===== src/design/lzw_pkg.sv =====
`timescale 1ns / 1ps
`default_nettype none
package lzw_pkg;

   localparam int START_CODE_WIDTH = 9;
   localparam int MAX_CODE_WIDTH   = 12;
   localparam int STACK_DEPTH      = 4096;
   localparam int TABLE_SIZE       = 1 << MAX_CODE_WIDTH;
   localparam int CODE_BITS        = MAX_CODE_WIDTH;
   localparam int SLOT_BITS        = MAX_CODE_WIDTH + 1;
   localparam int FILL_BITS        = $clog2(STACK_DEPTH) + 1;
   localparam int SP_BITS          = $clog2(STACK_DEPTH);
   localparam int CW_BITS          = $clog2(MAX_CODE_WIDTH + 1);
   localparam int BUF_BITS         = MAX_CODE_WIDTH + 8;
   localparam int BCNT_BITS        = $clog2(BUF_BITS + 1);

   localparam logic [CODE_BITS-1:0] CODE_CLEAR = CODE_BITS'(256);
   localparam logic [CODE_BITS-1:0] CODE_END   = CODE_BITS'(257);
   localparam logic [SLOT_BITS-1:0] FIRST_SLOT = SLOT_BITS'(258);

   localparam logic [1:0] MODE_FEED  = 2'd0;
   localparam logic [1:0] MODE_PULL  = 2'd1;
   localparam logic [1:0] MODE_START = 2'd2;

   localparam logic [1:0] ST_OK       = 2'd0;
   localparam logic [1:0] ST_REJECT   = 2'd1;
   localparam logic [1:0] ST_OVERFLOW = 2'd2;

   typedef struct packed {
      logic [1:0] mode;
      logic [7:0] in_byte;
   } req_type;

   typedef struct packed {
      logic [7:0]  out_byte;
      logic        out_valid;
      logic [12:0] pending_count;
      logic        stream_done;
      logic [1:0]  status;
   } rsp_type;

   typedef enum logic [1:0] {
      CMD_BYTE,
      CMD_PULL,
      CMD_START,
      CMD_BAD
   } cmd_kind_type;

   typedef struct packed {
      cmd_kind_type kind;
      logic [7:0]   in_byte;
   } cmd_type;

   typedef enum logic [3:0] {
      S_IDLE,
      S_CLEAR,
      S_DECODE,
      S_WALK_RD,
      S_WALK,
      S_LAST,
      S_UPDATE,
      S_POP_RD,
      S_POP,
      S_RESP
   } state_type;

endpackage
`default_nettype wire


===== src/design/lzw_front.sv =====
`timescale 1ns / 1ps
`default_nettype none
// Classifies requests into commands and holds them in a two-entry queue.
module lzw_front import lzw_pkg::*; (
   input  wire logic    clock,
   input  wire logic    reset,
   input  wire logic    push,
   output logic         full,
   input  wire req_type req_data,
   output logic         cmd_valid,
   output cmd_type      cmd_data,
   input  wire logic    cmd_take
);
   cmd_type    q_ff [2];
   logic [1:0] cnt_ff, cnt_in;
   logic       rd_ff, rd_in, wr_ff, wr_in;
   cmd_type    c;
   logic       do_push, do_pop;

   always_comb begin
      c.in_byte = req_data.in_byte;
      unique case (req_data.mode)
         MODE_FEED:  c.kind = CMD_BYTE;
         MODE_PULL:  c.kind = CMD_PULL;
         MODE_START: c.kind = CMD_START;
         default:    c.kind = CMD_BAD;
      endcase
   end

   assign full      = cnt_ff[1];
   assign cmd_valid = cnt_ff != 2'd0;
   assign cmd_data  = q_ff[rd_ff];
   assign do_push   = push && !full;
   assign do_pop    = cmd_take && cmd_valid;

   always_comb begin
      cnt_in = cnt_ff + 2'(do_push) - 2'(do_pop);
      rd_in  = rd_ff ^ do_pop;
      wr_in  = wr_ff ^ do_push;
   end

   always_ff @(posedge clock) begin
      if (do_push) q_ff[wr_ff] <= c;
      if (reset) begin
         cnt_ff <= '0;
         rd_ff  <= 1'b0;
         wr_ff  <= 1'b0;
      end else begin
         cnt_ff <= cnt_in;
         rd_ff  <= rd_in;
         wr_ff  <= wr_in;
      end
   end
endmodule
`default_nettype wire


===== config.mk =====
export PLATFORM = sky130hd
export DESIGN_NAME = lzw_front
export DESIGN_NICKNAME = d
export VERILOG_FILES = /design/src/design/lzw_pkg.sv /design/src/design/lzw_front.sv
export SDC_FILE = /design/constraint.sdc
export NUM_CORES = 1
export LEC_CHECK = 0
export BUFFER_PORTS_ARGS = -buffer_cell sky130_fd_sc_hd__buf_2
export CORE_MARGIN = 5
export CORE_UTILIZATION = 44
export DETAILED_ROUTE_END_ITERATION = 8
export GPL_TIMING_DRIVEN = 0
export PLACE_DENSITY = 0.68
export REMOVE_ABC_BUFFERS = 1
export SLEW_MARGIN = 20
export SYNTH_ARGS = -nofsm -noshare
export SYNTH_HDL_FRONTEND = slang
export SYNTH_SLANG_ARGS = --single-unit
export TNS_END_PERCENT = 30

===== constraint.sdc =====
create_clock -name clock -period 1.3 [get_ports clock]
set_input_delay 0.26 -clock clock [delete_from_list [all_inputs] [get_ports clock]]
set_output_delay 0.26 -clock clock [all_outputs]
set_load 0.1 [all_outputs]

==> impl_summary.md <==
Run status
The run finished, with violations left. The final reports fail on negative setup slack.

CTS
TritonCTS built the clock tree. In this run the deepest clock path goes through 2 buffers. Clock-pin slew was measured on the worst setup and hold paths at 110 ps. The clock root buffer master is sky130_fd_sc_hd__clkbuf_4. Clock tree synthesis found a total of 24 sinks. The CTS buffer count is 3.

The clock reaches the later pin of the worst-skew pair after 300 ps. In this run the number of H-tree levels came out at 1.

STA
The minimum period implied by the final worst setup slack is 1584 ps. Final hold analysis gives a worst-case slack of ~140 ps. The max-slew violation count is 0. Headroom to the max-slew limit came out at 81.64%. The final count of negative-setup-slack endpoints is 11. The final total negative setup slack is -2747 ps.

The final hold violation count is 0. The highest attainable clock frequency is 0.6314 GHz. The ratio of final minimum period to clock period is 121.8%. After layout, the worst setup slack is -283.8 ps. Setup repair after global routing could not meet its margin everywhere.

On the final layout, the worst clock skew is 1.540 ps. The transition time at the pin with the least slew margin is 277.7 ps.

Global routing
The number of antenna violations at the first check in global routing is 0. The overflow left after global routing is 0. The pin count of the biggest net entering global routing is 14. The via count of the first global-routing pass was between 600 and 700. The first global-routing pass estimated 2856 um of wire. The total global-route track usage is 11.94%.

Run
The tool flagged a number of max-cap violations equal to 0.

Critical path
Traced cell by cell, the critical path runs through buf_6 > mux2_4 > buf_12. For the worst setup path, the data required time is 1040 ps. The maximum net fanout on the critical path is 5. The worst setup path is captured at an output pin.

The slowest stage of the critical path is the sky130_fd_sc_hd__dfxtp_4 cell. The capturing point of the worst reg2reg path is cnt_ff[0]. The launching element type of the critical path is a flop.

The start-to-end type of the worst setup path is flop to output pin. The count of cells along the worst register-to-register path is 4. The startpoint identified for the worst register-to-register timing path is cnt_ff[1]. The critical path's largest stage delay is 400 ps. The arrival time at the worst endpoint is 1320 ps. The register-to-register setup slack is 40 ps.

Detailed routing
The first routing iteration left 4 violations. The vias after detailed routing is 554. In the final routed layout, each cell accounts on average for 14.86 um. The detail route stage leaves a number of antenna-violating nets equal to 0. For this run, the detailed router's first-pass iteration total came to 3.

For this run, design rule violations remaining after detail routing come to 0. The ratio of routed vias to standard cells is 4.903. The final layout contains routed wiring with a total length of 1679 um.

Power
In this run the power density over the cells is 2047 nW/um2. The worst-case IR drop observed on VDD is 1.202 mV. The leakage power is 0.0005527 uW.

Placed design
The final weighted congestion in routability-driven placement is 0.6473. The count of port buffers added during placement is 25. The setup slack after placement is -269.6 ps. The post-detailed-placement half-perimeter wirelength is roughly 1000 um.

Yosys
The netlist uses 21 different library cells. The number of synthesized register bits is 24. The sequential-to-total area share from yosys stat is 71.86%. The number of warnings printed during yosys synthesis is 0.

The number of instances in the synthesized netlist is 56. The synthesized area per cell is 16.91 um2. The cell area that synthesis handed to floorplanning was 947.2 um2.

Floorplanning
Once the floorplan was initialized, standard cells occupied around 47% of the core. The die outline width is 56.40 um. The die extent in y is 56.40 um. The total area inside the core boundary comes to 2002 um2. The number of rows in the core area is 16. The floorplan step defined a die boundary enclosing 3180 um2.

For this design the top-level I/O count stands at 26.

Worst hold path
Along the worst hold path, the cell count comes to 1. The path class of the tightest hold or removal check is input pin to flop. The endpoint with the worst hold slack is q_ff[0][0]. The startpoint identified for the worst hold timing path is req_data[0].

Cells and area
Leaving out fill and tap cells, the most frequent cell in the layout is sky130_fd_sc_hd__edfxtp_1. The synthesis-to-layout area growth is 45.84%. The count of antenna diodes in the layout is 0. The layout cell share with drive strength beyond 1 is between 60% and 70%. Cells fill 69.00% of the core in the end. The final net count is 103. Leaving out fill and tap cells, the most frequent cells in the layout are sky130_fd_sc_hd__edfxtp_1 (20), sky130_fd_sc_hd__buf_2 (13), sky130_fd_sc_hd__buf_12 (10).
==> cell usage after synthesis <==
cell type                  number  area [um2]
sky130_fd_sc_hd__and2_1         1       6.260
sky130_fd_sc_hd__and2b_1        1       7.510
sky130_fd_sc_hd__and2b_2        1       8.760
sky130_fd_sc_hd__and4bb_1       1       12.51
sky130_fd_sc_hd__buf_2          1       5.000
sky130_fd_sc_hd__clkbuf_1       2       7.510
sky130_fd_sc_hd__dfxtp_1        4       80.08
sky130_fd_sc_hd__edfxtp_1      20       600.6
sky130_fd_sc_hd__ha_1           2       25.02
sky130_fd_sc_hd__inv_1          1       3.750
sky130_fd_sc_hd__mux2_2        10       112.6
sky130_fd_sc_hd__nand3_1        1       5.000
sky130_fd_sc_hd__nor2_1         2       7.510
sky130_fd_sc_hd__nor2b_1        1       6.260
sky130_fd_sc_hd__nor3_1         1       5.000
sky130_fd_sc_hd__nor3_2         1       10.01
sky130_fd_sc_hd__o21a_1         2       15.01
sky130_fd_sc_hd__o21ai_0        1       5.000
sky130_fd_sc_hd__o22a_1         1       8.760
sky130_fd_sc_hd__or2_2          1       6.260
sky130_fd_sc_hd__xor2_1         1       8.760
==> area by class of cell <==
type                            count  area [um2]
Fill cell                         138       620.6
Multi-Input combinational cell     28       302.8
Tap cell                           27       33.78
Inverter                            1       3.754
Clock buffer                        4       26.28
Timing Repair Buffer               29       325.3
Sequential cell                    24       689.4
==> repair_timing <==
item / 4_1_cts / 5_1_grt
hold buffers: 0 / 0
buffers inserted: 4 / 0
resized for setup: 59 / 4
pin swaps: 0 / 2
setup endpoints to repair: 34 / 14
cloned: 0 / 0
==> cell families (layout without fill, tap and decap cells) <==
logic type	after synthesis	in the layout	share of synthesized area [%]
buffers and inverters	4	34	1.717
DFF	24	24	71.86
muxes	10	10	11.89
xor gates and xnor gates	1	1	0.9249
adders and majority gates	2	2	2.642
and+or+nand+nor	11	11	7.927
AOI/OAI and AO/OA	4	4	3.038
==> registers in the layout, summed over array words and instances (netlist names) <==
register	flops
wr_ff	1
q_ff	20
rd_ff	1
cnt_ff	2
==> report_power, final <==
part           internal (uW)  leakage (uW)  switching, uW
Sequential               951      0.000222           56.7
Combinational            585      0.000316            925
Clock                    119     0.0000150            191
==> worst max-delay path by stage <==
stage | from | end | slack (ps) | depth (start not counted)
final | rd_ff | cmd_data[5] | -280 | 3
after global routing | rd_ff | cmd_data[5] | -360 | 3
after CTS | rd_ff | cmd_data[0] | -290 | 3
after detailed placement | rd_ff | cmd_data[7] | -270 | 2
after global placement | rd_ff | cmd_data[4] | -270 | 2
after floorplan | cnt_ff[1] | cnt_ff[1] | -750 | 5
==> metal layers <==
layer  routed length (um)  global-route usage, %  part of all wire, %
met4                   10                  5.085                 0.60
met3                   68                  4.128                  4.1
met5                    0                      0                    0
met2                  960                  21.87                   57
met1                  639                  12.15                   38
==> critical path, delay by kind of cell, from the launching register on <==
kind / cells / cell delay (ps)
buffers and inverters: 2 / 310
multiplexers: 1 / 320
flip-flops: 1 / 400
==> stage by stage <==
| stage | cells | power, uW | area [um2] |
|---|---|---|---|
| 2_1_floorplan | 53 | 1926 | 934.6 |
| 5_1_grt | 113 | 2974 | 1381 |
| 3_5_place_dp | 105 | 2073 | 1094 |
| 4_1_cts | 113 | 2819 | 1365 |
| 3_3_place_gp | 105 | 2061 | 1094 |
| 6_report | 113 | 2828 | 1381 |
Power figures use the tool's default switching activity.
